==> src/rtl/afd_pkg.sv <==
package afd_pkg;

    localparam int DIM_BITS       = 13;
    localparam int POS_BITS       = 12;
    localparam int NUM_BITS       = 13;
    localparam int MAX_DIMENSION  = 4096;
    localparam int PIXEL_BYTES    = 4;
    localparam int PIXEL_BITS     = PIXEL_BYTES * 8;
    localparam int PROD_BITS      = 2 * DIM_BITS;
    localparam int DIV_BITS       = PROD_BITS;
    localparam int DEN_BITS       = DIM_BITS + 1;
    localparam int CNT_BITS       = $clog2(DIV_BITS + 1);
    localparam int CFG_INDEX_BITS = 2;

    localparam logic [CFG_INDEX_BITS-1:0] REG_SOURCE_WIDTH  = 2'd0;
    localparam logic [CFG_INDEX_BITS-1:0] REG_SOURCE_HEIGHT = 2'd1;
    localparam logic [CFG_INDEX_BITS-1:0] REG_TARGET_WIDTH  = 2'd2;
    localparam logic [CFG_INDEX_BITS-1:0] REG_TARGET_HEIGHT = 2'd3;

    localparam logic [DIM_BITS-1:0] DIM_MAX = DIM_BITS'(MAX_DIMENSION);
    localparam logic [DIM_BITS-1:0] DIM_ONE = DIM_BITS'(1);

    typedef struct packed {
        logic                scaling_active;
        logic [DIM_BITS-1:0] fitted_width;
        logic [DIM_BITS-1:0] fitted_height;
    } fit_t;

    typedef struct packed {
        logic emit;
        logic row_end;
        logic frame_end;
    } flags_t;

    // limit to the supported range, zero optionally raised to one
    function automatic logic [DIM_BITS-1:0] clamp_dim(
        input logic [DIM_BITS-1:0] v,
        input logic                at_least_one
    );
        logic [DIM_BITS-1:0] r;
        r = v;
        if (at_least_one && (v == '0))
        begin
            r = DIM_ONE;
        end
        else if (v > DIM_MAX)
        begin
            r = DIM_MAX;
        end
        return r;
    endfunction

endpackage

==> src/rtl/aspect_fit_nearest_downscaler.sv <==
// channel   direction   handshake              payload
// in        sink        in_valid / in_ready    pixel_in, frame_start
// out       source      out_valid / out_ready  pixel_out, row_end, frame_end
// cfg       sink        cfg_valid / cfg_ready  cfg_index, cfg_data
//
// a word without frame_start skips the fit; such words stream at one per cycle unless the output stalls
// a word with frame_start holds off the input while the size fit runs, with no division
// when no scaling is needed, else with the 26-step restoring divider
// that is run once or twice for the fit
// asynchronous active-low reset; no clearing pass, the block is ready right after reset
// a stalled output word holds its register; the input is taken only if that slot frees
module aspect_fit_nearest_downscaler (
    input  logic                                clk,
    input  logic                                rst_n,
    input  logic                                in_valid,
    output logic                                in_ready,
    input  logic [afd_pkg::PIXEL_BITS-1:0]      pixel_in,
    input  logic                                frame_start,
    output logic                                out_valid,
    input  logic                                out_ready,
    output logic [afd_pkg::PIXEL_BITS-1:0]      pixel_out,
    output logic                                row_end,
    output logic                                frame_end,
    input  logic                                cfg_valid,
    output logic                                cfg_ready,
    input  logic [afd_pkg::CFG_INDEX_BITS-1:0]  cfg_index,
    input  logic [afd_pkg::DIM_BITS-1:0]        cfg_data
);
    import afd_pkg::*;

    localparam logic [1:0] S_IDLE = 2'd0;
    localparam logic [1:0] S_FIT  = 2'd1;
    localparam logic [1:0] S_PROC = 2'd2;

    logic [1:0]            state_reg, state_next;
    logic [DIM_BITS-1:0]   src_w_reg, src_h_reg, tgt_w_reg, tgt_h_reg;
    logic [PIXEL_BITS-1:0] hold_reg;
    logic                  out_valid_reg, out_valid_next;
    logic [PIXEL_BITS-1:0] pixel_reg;
    logic                  row_end_reg, frame_end_reg;
    logic [DIM_BITS-1:0]   w, h, tw, th;
    logic                  slot_free;
    logic                  accept;
    logic                  fit_start, fit_done;
    logic                  step;
    logic [PIXEL_BITS-1:0] step_pixel;
    fit_t                  fit;
    flags_t                flags;

    assign w  = clamp_dim(src_w_reg, 1'b1);
    assign h  = clamp_dim(src_h_reg, 1'b1);
    assign tw = clamp_dim(tgt_w_reg, 1'b0);
    assign th = clamp_dim(tgt_h_reg, 1'b0);

    assign slot_free = !out_valid_reg || out_ready;
    assign in_ready  = (state_reg == S_IDLE) && slot_free;
    assign accept    = in_valid && in_ready;
    assign cfg_ready = 1'b1;

    assign fit_start  = accept && frame_start;
    assign step       = (accept && !frame_start) || ((state_reg == S_PROC) && slot_free);
    assign step_pixel = (state_reg == S_PROC) ? hold_reg : pixel_in;

    afd_fit u_fit (
        .clk        (clk),
        .rst_n      (rst_n),
        .start      (fit_start),
        .width      (w),
        .height     (h),
        .box_width  (tw),
        .box_height (th),
        .done       (fit_done),
        .fit        (fit)
    );

    afd_scan u_scan (
        .clk    (clk),
        .rst_n  (rst_n),
        .step   (step),
        .clear  (fit_start),
        .width  (w),
        .height (h),
        .fit    (fit),
        .flags  (flags)
    );

    always_comb
    begin
        state_next = state_reg;
        case (state_reg)
            S_IDLE:
            begin
                if (fit_start)
                begin
                    state_next = S_FIT;
                end
            end
            S_FIT:
            begin
                if (fit_done)
                begin
                    state_next = S_PROC;
                end
            end
            S_PROC:
            begin
                if (slot_free)
                begin
                    state_next = S_IDLE;
                end
            end
            default:
            begin
                state_next = S_IDLE;
            end
        endcase
    end

    always_comb
    begin
        out_valid_next = out_valid_reg;
        if (step && flags.emit)
        begin
            out_valid_next = 1'b1;
        end
        else if (out_ready)
        begin
            out_valid_next = 1'b0;
        end
    end

    always_ff @(posedge clk or negedge rst_n)
    begin
        if (!rst_n)
        begin
            state_reg     <= S_IDLE;
            out_valid_reg <= 1'b0;
            src_w_reg     <= DIM_ONE;
            src_h_reg     <= DIM_ONE;
            tgt_w_reg     <= '0;
            tgt_h_reg     <= '0;
        end
        else
        begin
            state_reg     <= state_next;
            out_valid_reg <= out_valid_next;
            if (cfg_valid && cfg_ready)
            begin
                case (cfg_index)
                    REG_SOURCE_WIDTH:  src_w_reg <= cfg_data;
                    REG_SOURCE_HEIGHT: src_h_reg <= cfg_data;
                    REG_TARGET_WIDTH:  tgt_w_reg <= cfg_data;
                    REG_TARGET_HEIGHT: tgt_h_reg <= cfg_data;
                    default:           src_w_reg <= src_w_reg;
                endcase
            end
        end
    end

    always_ff @(posedge clk)
    begin
        if (fit_start)
        begin
            hold_reg <= pixel_in;
        end
        if (step && flags.emit)
        begin
            pixel_reg     <= step_pixel;
            row_end_reg   <= flags.row_end;
            frame_end_reg <= flags.frame_end;
        end
    end

    assign out_valid = out_valid_reg;
    assign pixel_out = pixel_reg;
    assign row_end   = row_end_reg;
    assign frame_end = frame_end_reg;

endmodule

==> src/rtl/afd_div.sv <==
module afd_div (
    input  logic                          clk,
    input  logic                          rst_n,
    input  logic                          start,
    input  logic [afd_pkg::DIV_BITS-1:0]  dividend,
    input  logic [afd_pkg::DEN_BITS-1:0]  divisor,
    output logic                          done,
    output logic [afd_pkg::DIV_BITS-1:0]  quotient
);
    import afd_pkg::*;

    logic                busy_reg, busy_next;
    logic                done_reg, done_next;
    logic [CNT_BITS-1:0] cnt_reg, cnt_next;
    logic [DIV_BITS-1:0] num_reg, num_next;
    logic [DEN_BITS-1:0] rem_reg, rem_next;
    logic [DEN_BITS-1:0] den_reg, den_next;
    logic [DEN_BITS:0]   trial;
    logic [DEN_BITS:0]   diff;
    logic                ge;

    // one restoring step per cycle
    assign trial = {rem_reg, num_reg[DIV_BITS-1]};
    assign diff  = trial - {1'b0, den_reg};
    assign ge    = trial >= {1'b0, den_reg};

    always_comb
    begin
        busy_next = busy_reg;
        done_next = 1'b0;
        cnt_next  = cnt_reg;
        num_next  = num_reg;
        rem_next  = rem_reg;
        den_next  = den_reg;
        if (start)
        begin
            busy_next = 1'b1;
            cnt_next  = CNT_BITS'(DIV_BITS);
            num_next  = dividend;
            rem_next  = '0;
            den_next  = divisor;
        end
        else if (busy_reg)
        begin
            num_next = {num_reg[DIV_BITS-2:0], ge};
            rem_next = ge ? diff[DEN_BITS-1:0] : trial[DEN_BITS-1:0];
            cnt_next = cnt_reg - CNT_BITS'(1);
            if (cnt_reg == CNT_BITS'(1))
            begin
                busy_next = 1'b0;
                done_next = 1'b1;
            end
        end
    end

    always_ff @(posedge clk or negedge rst_n)
    begin
        if (!rst_n)
        begin
            busy_reg <= 1'b0;
            done_reg <= 1'b0;
            cnt_reg  <= '0;
        end
        else
        begin
            busy_reg <= busy_next;
            done_reg <= done_next;
            cnt_reg  <= cnt_next;
        end
    end

    always_ff @(posedge clk)
    begin
        num_reg <= num_next;
        rem_reg <= rem_next;
        den_reg <= den_next;
    end

    assign done     = done_reg;
    assign quotient = num_reg;

endmodule

==> src/rtl/afd_fit.sv <==
module afd_fit (
    input  logic                          clk,
    input  logic                          rst_n,
    input  logic                          start,
    input  logic [afd_pkg::DIM_BITS-1:0]  width,
    input  logic [afd_pkg::DIM_BITS-1:0]  height,
    input  logic [afd_pkg::DIM_BITS-1:0]  box_width,
    input  logic [afd_pkg::DIM_BITS-1:0]  box_height,
    output logic                          done,
    output afd_pkg::fit_t                 fit
);
    import afd_pkg::*;

    localparam logic [1:0] F_IDLE = 2'd0;
    localparam logic [1:0] F_DIV1 = 2'd1;
    localparam logic [1:0] F_DIV2 = 2'd2;
    localparam logic [1:0] F_DONE = 2'd3;

    logic [1:0]           state_reg, state_next;
    logic                 done_reg, done_next;
    fit_t                 fit_reg, fit_next;
    logic [DIM_BITS-1:0]  ow_reg, ow_next;
    logic [DIM_BITS-1:0]  oh_reg, oh_next;
    logic                 bypass;
    logic                 div_start;
    logic                 div_done;
    logic [DIV_BITS-1:0]  quotient;
    logic                 second;
    logic [DIM_BITS-1:0]  mul_a, mul_b, den_base;
    logic [PROD_BITS-1:0] product;
    logic [DIV_BITS-1:0]  dividend;
    logic [DEN_BITS-1:0]  divisor;
    logic                 q_over_box;
    logic                 q_over_width;

    assign bypass = (box_width == '0) || (box_height == '0)
                    || ((width <= box_width) && (height <= box_height));

    // round(a*b/base) = (2*a*b + base) / (2*base)
    assign second   = (state_reg == F_DIV1);
    assign mul_a    = second ? box_height : box_width;
    assign mul_b    = second ? width : height;
    assign den_base = second ? height : width;
    assign product  = mul_a * mul_b;
    assign dividend = {product[PROD_BITS-2:0], 1'b0} + {{(DIV_BITS-DIM_BITS){1'b0}}, den_base};
    assign divisor  = {den_base, 1'b0};

    assign q_over_box   = quotient > {{(DIV_BITS-DIM_BITS){1'b0}}, box_height};
    assign q_over_width = quotient > {{(DIV_BITS-DIM_BITS){1'b0}}, width};

    afd_div u_div (
        .clk      (clk),
        .rst_n    (rst_n),
        .start    (div_start),
        .dividend (dividend),
        .divisor  (divisor),
        .done     (div_done),
        .quotient (quotient)
    );

    always_comb
    begin
        state_next = state_reg;
        done_next  = 1'b0;
        fit_next   = fit_reg;
        ow_next    = ow_reg;
        oh_next    = oh_reg;
        div_start  = 1'b0;
        case (state_reg)
            F_IDLE:
            begin
                if (start)
                begin
                    if (bypass)
                    begin
                        fit_next.scaling_active = 1'b0;
                        fit_next.fitted_width   = width;
                        fit_next.fitted_height  = height;
                        done_next               = 1'b1;
                    end
                    else
                    begin
                        div_start  = 1'b1;
                        state_next = F_DIV1;
                    end
                end
            end
            F_DIV1:
            begin
                if (div_done)
                begin
                    if (q_over_box)
                    begin
                        oh_next    = box_height;
                        div_start  = 1'b1;
                        state_next = F_DIV2;
                    end
                    else
                    begin
                        ow_next    = box_width;
                        oh_next    = quotient[DIM_BITS-1:0];
                        state_next = F_DONE;
                    end
                end
            end
            F_DIV2:
            begin
                if (div_done)
                begin
                    ow_next    = q_over_width ? width : quotient[DIM_BITS-1:0];
                    state_next = F_DONE;
                end
            end
            F_DONE:
            begin
                fit_next.scaling_active = 1'b1;
                fit_next.fitted_width   = (ow_reg == '0) ? DIM_ONE
                                        : ((ow_reg > width) ? width : ow_reg);
                fit_next.fitted_height  = (oh_reg == '0) ? DIM_ONE
                                        : ((oh_reg > height) ? height : oh_reg);
                done_next  = 1'b1;
                state_next = F_IDLE;
            end
            default:
            begin
                state_next = F_IDLE;
            end
        endcase
    end

    always_ff @(posedge clk or negedge rst_n)
    begin
        if (!rst_n)
        begin
            state_reg <= F_IDLE;
            done_reg  <= 1'b0;
            fit_reg   <= '{scaling_active: 1'b0, fitted_width: DIM_ONE, fitted_height: DIM_ONE};
        end
        else
        begin
            state_reg <= state_next;
            done_reg  <= done_next;
            fit_reg   <= fit_next;
        end
    end

    always_ff @(posedge clk)
    begin
        ow_reg <= ow_next;
        oh_reg <= oh_next;
    end

    assign done = done_reg;
    assign fit  = fit_reg;

endmodule

==> src/rtl/afd_scan.sv <==
module afd_scan (
    input  logic                          clk,
    input  logic                          rst_n,
    input  logic                          step,
    input  logic                          clear,
    input  logic [afd_pkg::DIM_BITS-1:0]  width,
    input  logic [afd_pkg::DIM_BITS-1:0]  height,
    input  afd_pkg::fit_t                 fit,
    output afd_pkg::flags_t               flags
);
    import afd_pkg::*;

    logic [POS_BITS-1:0] sc_reg, sc_next;
    logic [POS_BITS-1:0] sr_reg, sr_next;
    logic [DIM_BITS-1:0] oc_reg, oc_next;
    logic [DIM_BITS-1:0] or_reg, or_next;
    logic [NUM_BITS-1:0] cn_reg, cn_next;
    logic [NUM_BITS-1:0] rn_reg, rn_next;
    logic                last_col, last_row;
    logic                col_sel, row_sel;
    logic                scaled_row_end;
    logic [NUM_BITS:0]   cn_sum, rn_sum;
    logic [NUM_BITS-1:0] cn_upd, rn_upd;

    assign last_col = ({1'b0, sc_reg} + DIM_BITS'(1)) >= width;
    assign last_row = ({1'b0, sr_reg} + DIM_BITS'(1)) >= height;

    assign col_sel = (oc_reg < fit.fitted_width) && (cn_reg < fit.fitted_width);
    assign row_sel = (or_reg < fit.fitted_height) && (rn_reg < fit.fitted_height);

    assign scaled_row_end = col_sel && ((oc_reg + DIM_BITS'(1)) == fit.fitted_width);

    always_comb
    begin
        if (fit.scaling_active)
        begin
            flags.emit      = row_sel && col_sel;
            flags.row_end   = scaled_row_end;
            flags.frame_end = scaled_row_end
                              && ((or_reg + DIM_BITS'(1)) == fit.fitted_height);
        end
        else
        begin
            flags.emit      = 1'b1;
            flags.row_end   = last_col;
            flags.frame_end = last_col && last_row;
        end
    end

    // remainder tracking of floor(x*W/fw) against the source column
    assign cn_sum = col_sel ? ({1'b0, cn_reg} + {1'b0, width}) : {1'b0, cn_reg};
    assign rn_sum = row_sel ? ({1'b0, rn_reg} + {1'b0, height}) : {1'b0, rn_reg};
    always_comb
    begin
        cn_upd = '0;
        rn_upd = '0;
        if (cn_sum >= {1'b0, fit.fitted_width})
        begin
            cn_upd = NUM_BITS'(cn_sum - {1'b0, fit.fitted_width});
        end
        if (rn_sum >= {1'b0, fit.fitted_height})
        begin
            rn_upd = NUM_BITS'(rn_sum - {1'b0, fit.fitted_height});
        end
    end

    always_comb
    begin
        sc_next = sc_reg;
        sr_next = sr_reg;
        oc_next = oc_reg;
        or_next = or_reg;
        cn_next = cn_reg;
        rn_next = rn_reg;
        if (clear)
        begin
            sc_next = '0;
            sr_next = '0;
            oc_next = '0;
            or_next = '0;
            cn_next = '0;
            rn_next = '0;
        end
        else if (step)
        begin
            if (fit.scaling_active)
            begin
                cn_next = cn_upd;
                oc_next = oc_reg + DIM_BITS'(col_sel);
                if (last_col)
                begin
                    rn_next = rn_upd;
                    or_next = or_reg + DIM_BITS'(row_sel);
                end
            end
            if (last_col)
            begin
                sc_next = '0;
                oc_next = '0;
                cn_next = '0;
                if (last_row)
                begin
                    sr_next = '0;
                    or_next = '0;
                    rn_next = '0;
                end
                else
                begin
                    sr_next = sr_reg + POS_BITS'(1);
                end
            end
            else
            begin
                sc_next = sc_reg + POS_BITS'(1);
            end
        end
    end

    always_ff @(posedge clk or negedge rst_n)
    begin
        if (!rst_n)
        begin
            sc_reg <= '0;
            sr_reg <= '0;
            oc_reg <= '0;
            or_reg <= '0;
            cn_reg <= '0;
            rn_reg <= '0;
        end
        else
        begin
            sc_reg <= sc_next;
            sr_reg <= sr_next;
            oc_reg <= oc_next;
            or_reg <= or_next;
            cn_reg <= cn_next;
            rn_reg <= rn_next;
        end
    end

endmodule

==> config.mk <==
export PLATFORM = sky130hd
export DESIGN_NAME = aspect_fit_nearest_downscaler
export DESIGN_NICKNAME = d
export VERILOG_FILES = /design/src/rtl/afd_pkg.sv /design/src/rtl/aspect_fit_nearest_downscaler.sv /design/src/rtl/afd_div.sv /design/src/rtl/afd_fit.sv /design/src/rtl/afd_scan.sv
export SDC_FILE = /design/constraint.sdc
export NUM_CORES = 1
export LEC_CHECK = 0
export ABC_CLOCK_PERIOD_IN_PS = 13300
export BUFFER_PORTS_ARGS = -buffer_cell sky130_fd_sc_hd__buf_4
export CORE_MARGIN = 1.5
export CORE_UTILIZATION = 62
export CTS_CLUSTER_DIAMETER = 100
export CTS_CLUSTER_SIZE = 25
export DETAILED_ROUTE_END_ITERATION = 6
export PLACE_DENSITY = 0.83
export SYNTH_ARGS = -nofsm -noshare
export SYNTH_HDL_FRONTEND = slang
export SYNTH_HIERARCHICAL = 1
export SYNTH_SLANG_ARGS = --single-unit
==> constraint.sdc <==
create_clock -name clk -period 13.3 [get_ports clk]
set_input_delay 1.995 -clock clk [delete_from_list [all_inputs] [get_ports clk]]
set_output_delay 1.995 -clock clk [all_outputs]
set_load 0.01 [all_outputs]
==> impl_metrics.yaml, run 1 <==
synth:
  ys_warn_count: 6
  syn_area_per_cell_sq_um: 9.48
  synth_top_cells_by_area: "sky130_fd_sc_hd__dfrtp_1 (15%), sky130_fd_sc_hd__edfxtp_1 (14%), sky130_fd_sc_hd__ha_1 (14%)"
  syn_inst: 2978
  ys.flop_type: "sky130_fd_sc_hd__dfrtp_1"
  yosysMostFrequentCell: "sky130_fd_sc_hd__inv_1"
  ys_async_sr_fraction_pct: 53.5
  synth.top_cell.area_share_pct: 14.5
  syn_area_sq_mm: 0.0282
  post_synth_most_frequent_cells: "sky130_fd_sc_hd__inv_1 (321), sky130_fd_sc_hd__ha_1 (316), sky130_fd_sc_hd__nand2_1 (245)"
  postSynthRegisterBits: 314
  netlist.top_cell.by_area: "sky130_fd_sc_hd__dfrtp_1"
  synth_nets: 3473
  seq_area_frac_synth_pct: 29.9
  synth_cell_types: 109
  synth_edf_count: 132
cts:
  number_of_buffers_added_by_the_clock_tree_synthesis_step: 18
  cts_repair_resize_count: 0
  numClockSinks: 314
  root_buffer: "sky130_fd_sc_hd__clkbuf_16"
  cts_tree: "built"
  clk_path_buf_depth: 3
  post_cts.repair.setup_buffers: 0
  clkSlewWorstSetupHoldPaths_ns: 0.10
  ctsHtreeMaxLevel: 1
  cts_hold_buffers: 0
  worst_skew_pair.late_latency_ns: 0.56
critical_path:
  critical_path.startpoint: "src_w_reg[12]"
  r2r-start: "src_w_reg[12]"
  timing_worst_setup_path_type: "reg -> reg"
  worst-endpoint-required_ns: 13.58
  worst_r2r_path_depth: 25
  cp_data_arrival_time_ns: 9.10
  critical_path.max_fanout: 20
  timing.critical_path.from_type: "register"
  timing.critical_path.to_type: "register"
floorplan:
  die_ar_sq_mm: 0.0468
  floorplan.die.width_um: 216
  floorplan.die.height_um: 216
  floorplan.io_pins: 90
  floorplan.core_area_sq_mm: 0.0452
  starting_utilization_of_the_core_area_pct: 62.5
  rows: 78
sta:
  slew_headroom_pct: 16.3
  fin_worst_skew_ns: 0.0383
  final.setup.worst_slack_ns: 4.48
  period_share_pct: 66.3
  unrepaired_setup_endpoints_after_global_routing: "false"
  layout_min_cycle_time_ns: 8.82
  tightestPinTransition_ns: 1.22
  tns_ns: 0
  hold_viol: 0
  setup_violations: 0
  maxSlewViolCount: 0
  worst_hold_slack_ns: 0.501
  fmax_ghz: 0.113
placement:
  place_worst_setup_slack_ns: 4.59
  gp_congestion: 0.973
  dp_hpwl_mm: 60.2
  io_buffers: 88
worst_hold_path:
  hold_path.class: "reg -> reg"
  hold_start: "u_scan/sr_reg[11]"
  hold_path_depth: 2
global_routing:
  fraction_of_met2_tracks_used_by_global_routing_pct: 55.7
  grt_usage_pct: 33.3
  grtUsageMet3_pct: 4.76
  largest_net_degree_at_the_start_of_global_routing: 62
  grt.met1_usage_pct: 44.4
  number_of_antenna_violations_at_the_first_check_in_global_routing: 0
  wire_length_of_the_first_global_routing_pass_mm: 124
  number_of_global_route_vias_before_repair: 23200
  grt-busiest-layer: "met2"
  grt_remaining_overflow: 0
cells_and_area:
  seqCellArea_sq_mm: 0.00845
  drive_above_1_share_pct: 12.1
  number_of_inserted_filler_cells_in_the_final_layout: 3490
  number_of_diodes: 0
  fin_nets: 3530
  layout_stage_area_growth_over_the_synthesis_result_pct: 6.72
  multiInputGateArea_sq_mm: 0.0182
flow_run:
  drv_cap: 0
route:
  remaining_number_of_nets_flagged_by_the_antenna_check_after_routing: 0
  route.final.wire_length_mm: 78.4
  route.detailed.wl_per_inst_um: 21.5
  drt-vias-per-instance: 6.40
  drcViolationCount: 0
  drt_first_iter_violations: 2211
  firstDrtPassIters: 6
  detailroute.via_count: 23300
outcome:
  outcome: "completed"
power_and_ir_drop:
  peak_supply_drop_mv: 0.136
  power.density_cell_area_mw_per_mm2: 142
  power.static_leakage_nw: 13.8
==> layer usage <==
metal | share of wire [%] | vias up
met3 | 7.2 | 219
met5 | 0 | -
met4 | 3.7 | 0
met1 | 41 | 11400
li1 | - | 10600
met2 | 48 | 1031
==> critical path: stages (launching register included) <==
cell and delay, ns:
sky130_fd_sc_hd__dfrtp_1 0.89, sky130_fd_sc_hd__nor2b_1 0.40, sky130_fd_sc_hd__mux2i_1 1.05, sky130_fd_sc_hd__nor2_1 0.16, sky130_fd_sc_hd__fa_1 0.55, sky130_fd_sc_hd__inv_1 0.06
sky130_fd_sc_hd__fa_1 0.53, sky130_fd_sc_hd__inv_1 0.05, sky130_fd_sc_hd__fa_1 0.50, sky130_fd_sc_hd__inv_1 0.05, sky130_fd_sc_hd__fa_1 0.46, sky130_fd_sc_hd__fa_1 0.54
sky130_fd_sc_hd__inv_1 0.04, sky130_fd_sc_hd__ha_1 0.34, sky130_fd_sc_hd__o211a_1 0.16, sky130_fd_sc_hd__a221o_1 0.38, sky130_fd_sc_hd__xor2_1 0.16, sky130_fd_sc_hd__ha_1 0.35
sky130_fd_sc_hd__nand3_1 0.12, sky130_fd_sc_hd__nor2_1 0.14, sky130_fd_sc_hd__a311o_1 0.21, sky130_fd_sc_hd__nand4_1 0.21, sky130_fd_sc_hd__nor4_1 0.43, sky130_fd_sc_hd__nor3b_1 0.35
sky130_fd_sc_hd__xnor2_1 0.12, sky130_fd_sc_hd__mux2_2 0.28
==> kinds of logic after synthesis <==
group	synth area share, %
XOR/XNOR	4.74
flip-flops	29.9
AND/OR/NAND/NOR	14.6
buffers and inverters	5.74
adder cells (fa/ha/maj)	22.9
other	0.0266
AO/OA/AOI/OAI	15.2
multiplexers	6.84
==> final timing paths <==
path,endpoint,slack (ns)
max in group asynchronous,src_h_reg[3],10.61
worst min-delay path,u_scan/sr_reg[11],0.50
worst min register to register,u_scan/sr_reg[11],0.50
worst max register to register,u_fit/u_div/quotient[24],4.48
worst max-delay path,u_fit/u_div/quotient[24],4.48
min in group asynchronous,u_scan/rn_reg[3],1.41
==> layout by cell type, fill, tap and decap left out, types with 15 or more instances in the layout <==
cell | Yosys | layout
sky130_fd_sc_hd__fa_1 | 126 | 126
sky130_fd_sc_hd__mux2i_1 | 22 | 22
sky130_fd_sc_hd__a21o_1 | 52 | 52
sky130_fd_sc_hd__buf_4 | 6 | 125
sky130_fd_sc_hd__nand3_1 | 78 | 78
sky130_fd_sc_hd__a22o_1 | 39 | 39
sky130_fd_sc_hd__a21oi_1 | 136 | 136
sky130_fd_sc_hd__nor2b_1 | 69 | 68
sky130_fd_sc_hd__o211ai_1 | 15 | 15
sky130_fd_sc_hd__a31oi_1 | 20 | 19
sky130_fd_sc_hd__nand2b_1 | 28 | 28
sky130_fd_sc_hd__nor2_1 | 234 | 233
sky130_fd_sc_hd__o21ai_0 | 144 | 144
sky130_fd_sc_hd__edfxtp_1 | 132 | 132
sky130_fd_sc_hd__o21a_1 | 34 | 34
sky130_fd_sc_hd__inv_1 | 321 | 321
sky130_fd_sc_hd__ha_1 | 316 | 316
sky130_fd_sc_hd__xor2_1 | 51 | 51
sky130_fd_sc_hd__nand4_1 | 32 | 32
sky130_fd_sc_hd__a32o_1 | 24 | 24
sky130_fd_sc_hd__a211oi_1 | 19 | 19
sky130_fd_sc_hd__mux2_2 | 151 | 151
sky130_fd_sc_hd__nor3_1 | 39 | 39
sky130_fd_sc_hd__and3_1 | 25 | 25
sky130_fd_sc_hd__nand2_1 | 245 | 245
sky130_fd_sc_hd__clkbuf_16 | 0 | 18
sky130_fd_sc_hd__xnor2_1 | 100 | 100
sky130_fd_sc_hd__nor4_1 | 28 | 27
sky130_fd_sc_hd__dfrtp_1 | 164 | 164
==> per-stage QoR <==
| stage | utilization (%) | std cells | instance area (sq um) | power [mW] |
|---|---|---|---|---|
| 2_1_floorplan | - | 2978 | 28200 | 2.96 |
| 3_3_place_gp | 65.4 | 3615 | 29600 | 3.50 |
| 3_5_place_dp | 65.4 | 3615 | 29600 | 3.60 |
| 4_1_cts | 66.7 | 3647 | 30100 | 4.25 |
| 5_1_grt | 66.7 | 3647 | 30100 | 4.58 |
| 6_report | 66.7 | 3647 | 30100 | 4.28 |
==> cell type report <==
| cell class | count | area share, % |
|---|---|---|
| tap | 600 | 2.49 |
| timing repair buffer | 126 | 3.15 |
| clock inverter | 5 | 0.266 |
| sequential | 314 | 28.0 |
| clock buffer | 27 | 1.64 |
| multi-input combinational | 2253 | 60.4 |
| inverter | 322 | 4.01 |
==> power breakdown <==
part	internal [mW]	switching, mW	total [mW]
combinational	0.955	1.44	2.40
clock	0.274	0.351	0.626
sequential	1.13	0.128	1.26
total	2.36	1.92	4.28
Power figures use the tool's default switching activity.
==> run 2: changes to the inputs <==
ABC_CLOCK_PERIOD_IN_PS = 7100   (was 13300)
CORE_UTILIZATION = 58   (was 62)
PLACE_DENSITY = 0.81   (was 0.83)
clock period = 7.1 ns   (was 13.3 ns; I/O delays follow)
==> run 2 against run 1 <==
Effect of this change:
- the run now ends with setup timing left
- clock skew shrank 0.00064 ns
- non-clock buffer count is 142 higher
- sequential share of layout area fell by 1.3 points
- register-to-register slack worse by 4.6 ns
- hold slack lost 0.0017 ns
- critical path depth is 2 higher
- final cell count up 4.4%
- fmax up 22%
- die area increased by 6.8%
- power up 110%
- count of clock-buffer cells in the layout is 1 lower
- critical path type unchanged
- largest cell class unchanged
- highest routed layer is now met5
==> impl_metrics.yaml, run 2 (synthesis results as in run 1) <==
cts:
  cts_tree: "built"
  root_buffer: "sky130_fd_sc_hd__clkbuf_16"
  numClockSinks: 314
  worst_skew_pair.late_latency_ns: 0.56
  ctsHtreeMaxLevel: 1
  number_of_buffers_added_by_the_clock_tree_synthesis_step: 20
  clk_path_buf_depth: 3
  clkSlewWorstSetupHoldPaths_ns: 0.11
critical_path:
  timing.critical_path.to_type: "register"
  worstReg2RegEnd: "u_fit/u_div/quotient[23]"
  critical_path.startpoint: "u_fit/state_reg[1]"
  timing.critical_path.from_type: "register"
  rrSetupSlack_ns: -0.10
  timing_worst_setup_path_type: "reg -> reg"
  worst_r2r_path_depth: 27
  worst-endpoint-required_ns: 7.42
  cp_data_arrival_time_ns: 7.52
  r2r-start: "u_fit/state_reg[1]"
  critical_path.max_fanout: 9
power_and_ir_drop:
  power.static_leakage_nw: 14.6
  peak_supply_drop_mv: 0.326
  power.density_cell_area_mw_per_mm2: 278
route:
  wl_met3_mm: 6.13
  routedLengthMet1_mm: 32.2
  drcViolationCount: 0
  route.final.wire_length_mm: 78.9
  detailroute.via_count: 23900
  routed-wl-met2_mm: 37.5
  drt_first_iter_violations: 2178
  drt-vias-per-instance: 6.29
  firstDrtPassIters: 6
  route.detailed.wl_per_inst_um: 20.7
  top_layer: "met5"
  remaining_number_of_nets_flagged_by_the_antenna_check_after_routing: 0
sta:
  tns_ns: -0.200
  setup_violations: 2
  unrepaired_setup_endpoints_after_global_routing: "true"
  slew_headroom_pct: 11.3
  period_share_pct: 101
  fin_worst_skew_ns: 0.0377
  fmax_ghz: 0.139
  final.setup.worst_slack_ns: -0.104
  maxSlewViolCount: 0
  layout_min_cycle_time_ns: 7.20
  tightestPinTransition_ns: 1.32
  hold_viol: 0
floorplan:
  rows: 80
  floorplan.die.height_um: 224
  floorplan.io_pins: 90
  floorplan.core_area_sq_mm: 0.0479
  floorplan.die.width_um: 224
  starting_utilization_of_the_core_area_pct: 58.9
  die_ar_sq_mm: 0.0500
global_routing:
  number_of_antenna_violations_at_the_first_check_in_global_routing: 2
  wire_length_of_the_first_global_routing_pass_mm: 124
  largest_net_degree_at_the_start_of_global_routing: 100
  grt_usage_pct: 31.1
  number_of_global_route_vias_before_repair: 23500
  grt_remaining_overflow: 0
placement:
  io_buffers: 88
  dp_hpwl_mm: 62.2
  gp_congestion: 1.03
  postPlaceCellArea_sq_mm: 0.0307
  numPlacedInstances: 3756
  place_worst_setup_slack_ns: -0.273
outcome:
  failing_checks: "setup timing"
  outcome: "finished with violations"
cells_and_area:
  final_util_pct: 65.9
  layoutNonFillerInstCount: 3808
  multiInputGateArea_sq_mm: 0.0184
  mostFrequentLayoutCells: "sky130_fd_sc_hd__inv_1 (315), sky130_fd_sc_hd__ha_1 (311), sky130_fd_sc_hd__buf_4 (264)"
  most_common_cell_after_layout_fill_and_taps_aside: "sky130_fd_sc_hd__inv_1"
  layout_stage_area_growth_over_the_synthesis_result_pct: 11.8
  seqCellArea_sq_mm: 0.00846
  fin_nets: 3674
  number_of_diodes: 0
  drive_above_1_share_pct: 17.6
  number_of_inserted_filler_cells_in_the_final_layout: 3727
  final_area_sq_mm: 0.0316
worst_hold_path:
  hold_path.class: "reg -> reg"
  whs_endpoint: "u_scan/sr_reg[11]"
  hold_path_depth: 2
  hold_start: "u_scan/sr_reg[11]"
flow_run:
  drv_cap: 0
-- run 2: cell count changes in the layout (fill, tap and decap cells not counted), sizes merged --
| cell | previous run | this run |
|---|---|---|
| buf | 126 | 268 |
| clkbuf | 27 | 26 |
| clkinv | 2 | 5 |
| clkinvlp | 0 | 1 |
| inv | 325 | 326 |
-- run 2: worst max path at each step --
| stage | endpoint | slack (ns) |
|---|---|---|
| 3_3_place_gp | u_fit/u_div/quotient[25] | -0.06 |
| 6_report | u_fit/u_div/quotient[23] | -0.10 |
| 5_1_grt | u_fit/u_div/quotient[25] | -0.36 |
| 2_1_floorplan | u_fit/u_div/quotient[25] | -0.04 |
| 4_1_cts | u_fit/u_div/quotient[25] | 0.006 |
| 3_5_place_dp | u_fit/u_div/quotient[25] | -0.27 |
-- run 2: where the power goes --
part / total, mW / switching [mW] / internal [mW]
Combinational: 5.18 / 2.86 / 2.32
Sequential: 2.33 / 0.217 / 2.11
Clock: 1.28 / 0.714 / 0.568
-- run 2: worst max-delay path, cell delays in order, from the launching register on --
cell	delay (ns)
sky130_fd_sc_hd__dfrtp_1	0.39
sky130_fd_sc_hd__inv_2	0.09
sky130_fd_sc_hd__ha_4	0.24
sky130_fd_sc_hd__mux2i_4	0.44
sky130_fd_sc_hd__nor2_1	0.11
sky130_fd_sc_hd__fa_1	0.54
sky130_fd_sc_hd__inv_1	0.05
sky130_fd_sc_hd__fa_1	0.53
sky130_fd_sc_hd__inv_1	0.05
sky130_fd_sc_hd__fa_1	0.48
sky130_fd_sc_hd__inv_1	0.05
sky130_fd_sc_hd__fa_1	0.45
sky130_fd_sc_hd__fa_1	0.53
sky130_fd_sc_hd__inv_2	0.05
sky130_fd_sc_hd__ha_4	0.24
sky130_fd_sc_hd__o211a_1	0.14
sky130_fd_sc_hd__a221o_1	0.35
sky130_fd_sc_hd__xor2_1	0.16
sky130_fd_sc_hd__ha_1	0.31
sky130_fd_sc_hd__nand3_2	0.09
sky130_fd_sc_hd__nor2_2	0.13
sky130_fd_sc_hd__a221o_1	0.17
sky130_fd_sc_hd__and3_4	0.21
sky130_fd_sc_hd__nand2_4	0.06
sky130_fd_sc_hd__or4b_4	0.56
sky130_fd_sc_hd__buf_4	0.15
sky130_fd_sc_hd__xor2_1	0.13
sky130_fd_sc_hd__mux2_2	0.27
-- run 2: cell type report --
class | instances | share of cell area, %
clock buffer | 26 | 1.66
clock inverter | 10 | 0.459
inverter | 322 | 3.84
multi-input combinational | 2253 | 58.4
sequential | 314 | 26.8
tap | 615 | 2.44
timing repair buffer | 268 | 6.46
-- run 2: stage by stage --
stage          hold WS [ns]  power [mW]
6_report              0.500        8.79
4_1_cts               0.499        8.59
3_5_place_dp          0.475        7.25
3_3_place_gp          0.467        7.03
2_1_floorplan         0.450        5.59
5_1_grt               0.522        9.41
-- run 2: what timing repair did --
| item | in CTS | in global routing |
|---|---|---|
| hold endpoints to repair | 0 | 0 |
| resized for setup | 9 | 29 |
| endpoints found under the setup margin | 3 | 9 |
| setup buffers | 8 | 8 |
| hold buffers | 0 | 0 |
| pin swaps | 6 | 29 |
-- run 2: metal layers --
layer  track usage (%)  up-vias
li1                  -    10900
met3              4.60      244
met4              10.8        4
met2              52.8     1132
met1              40.7    11600
met5                 0        -
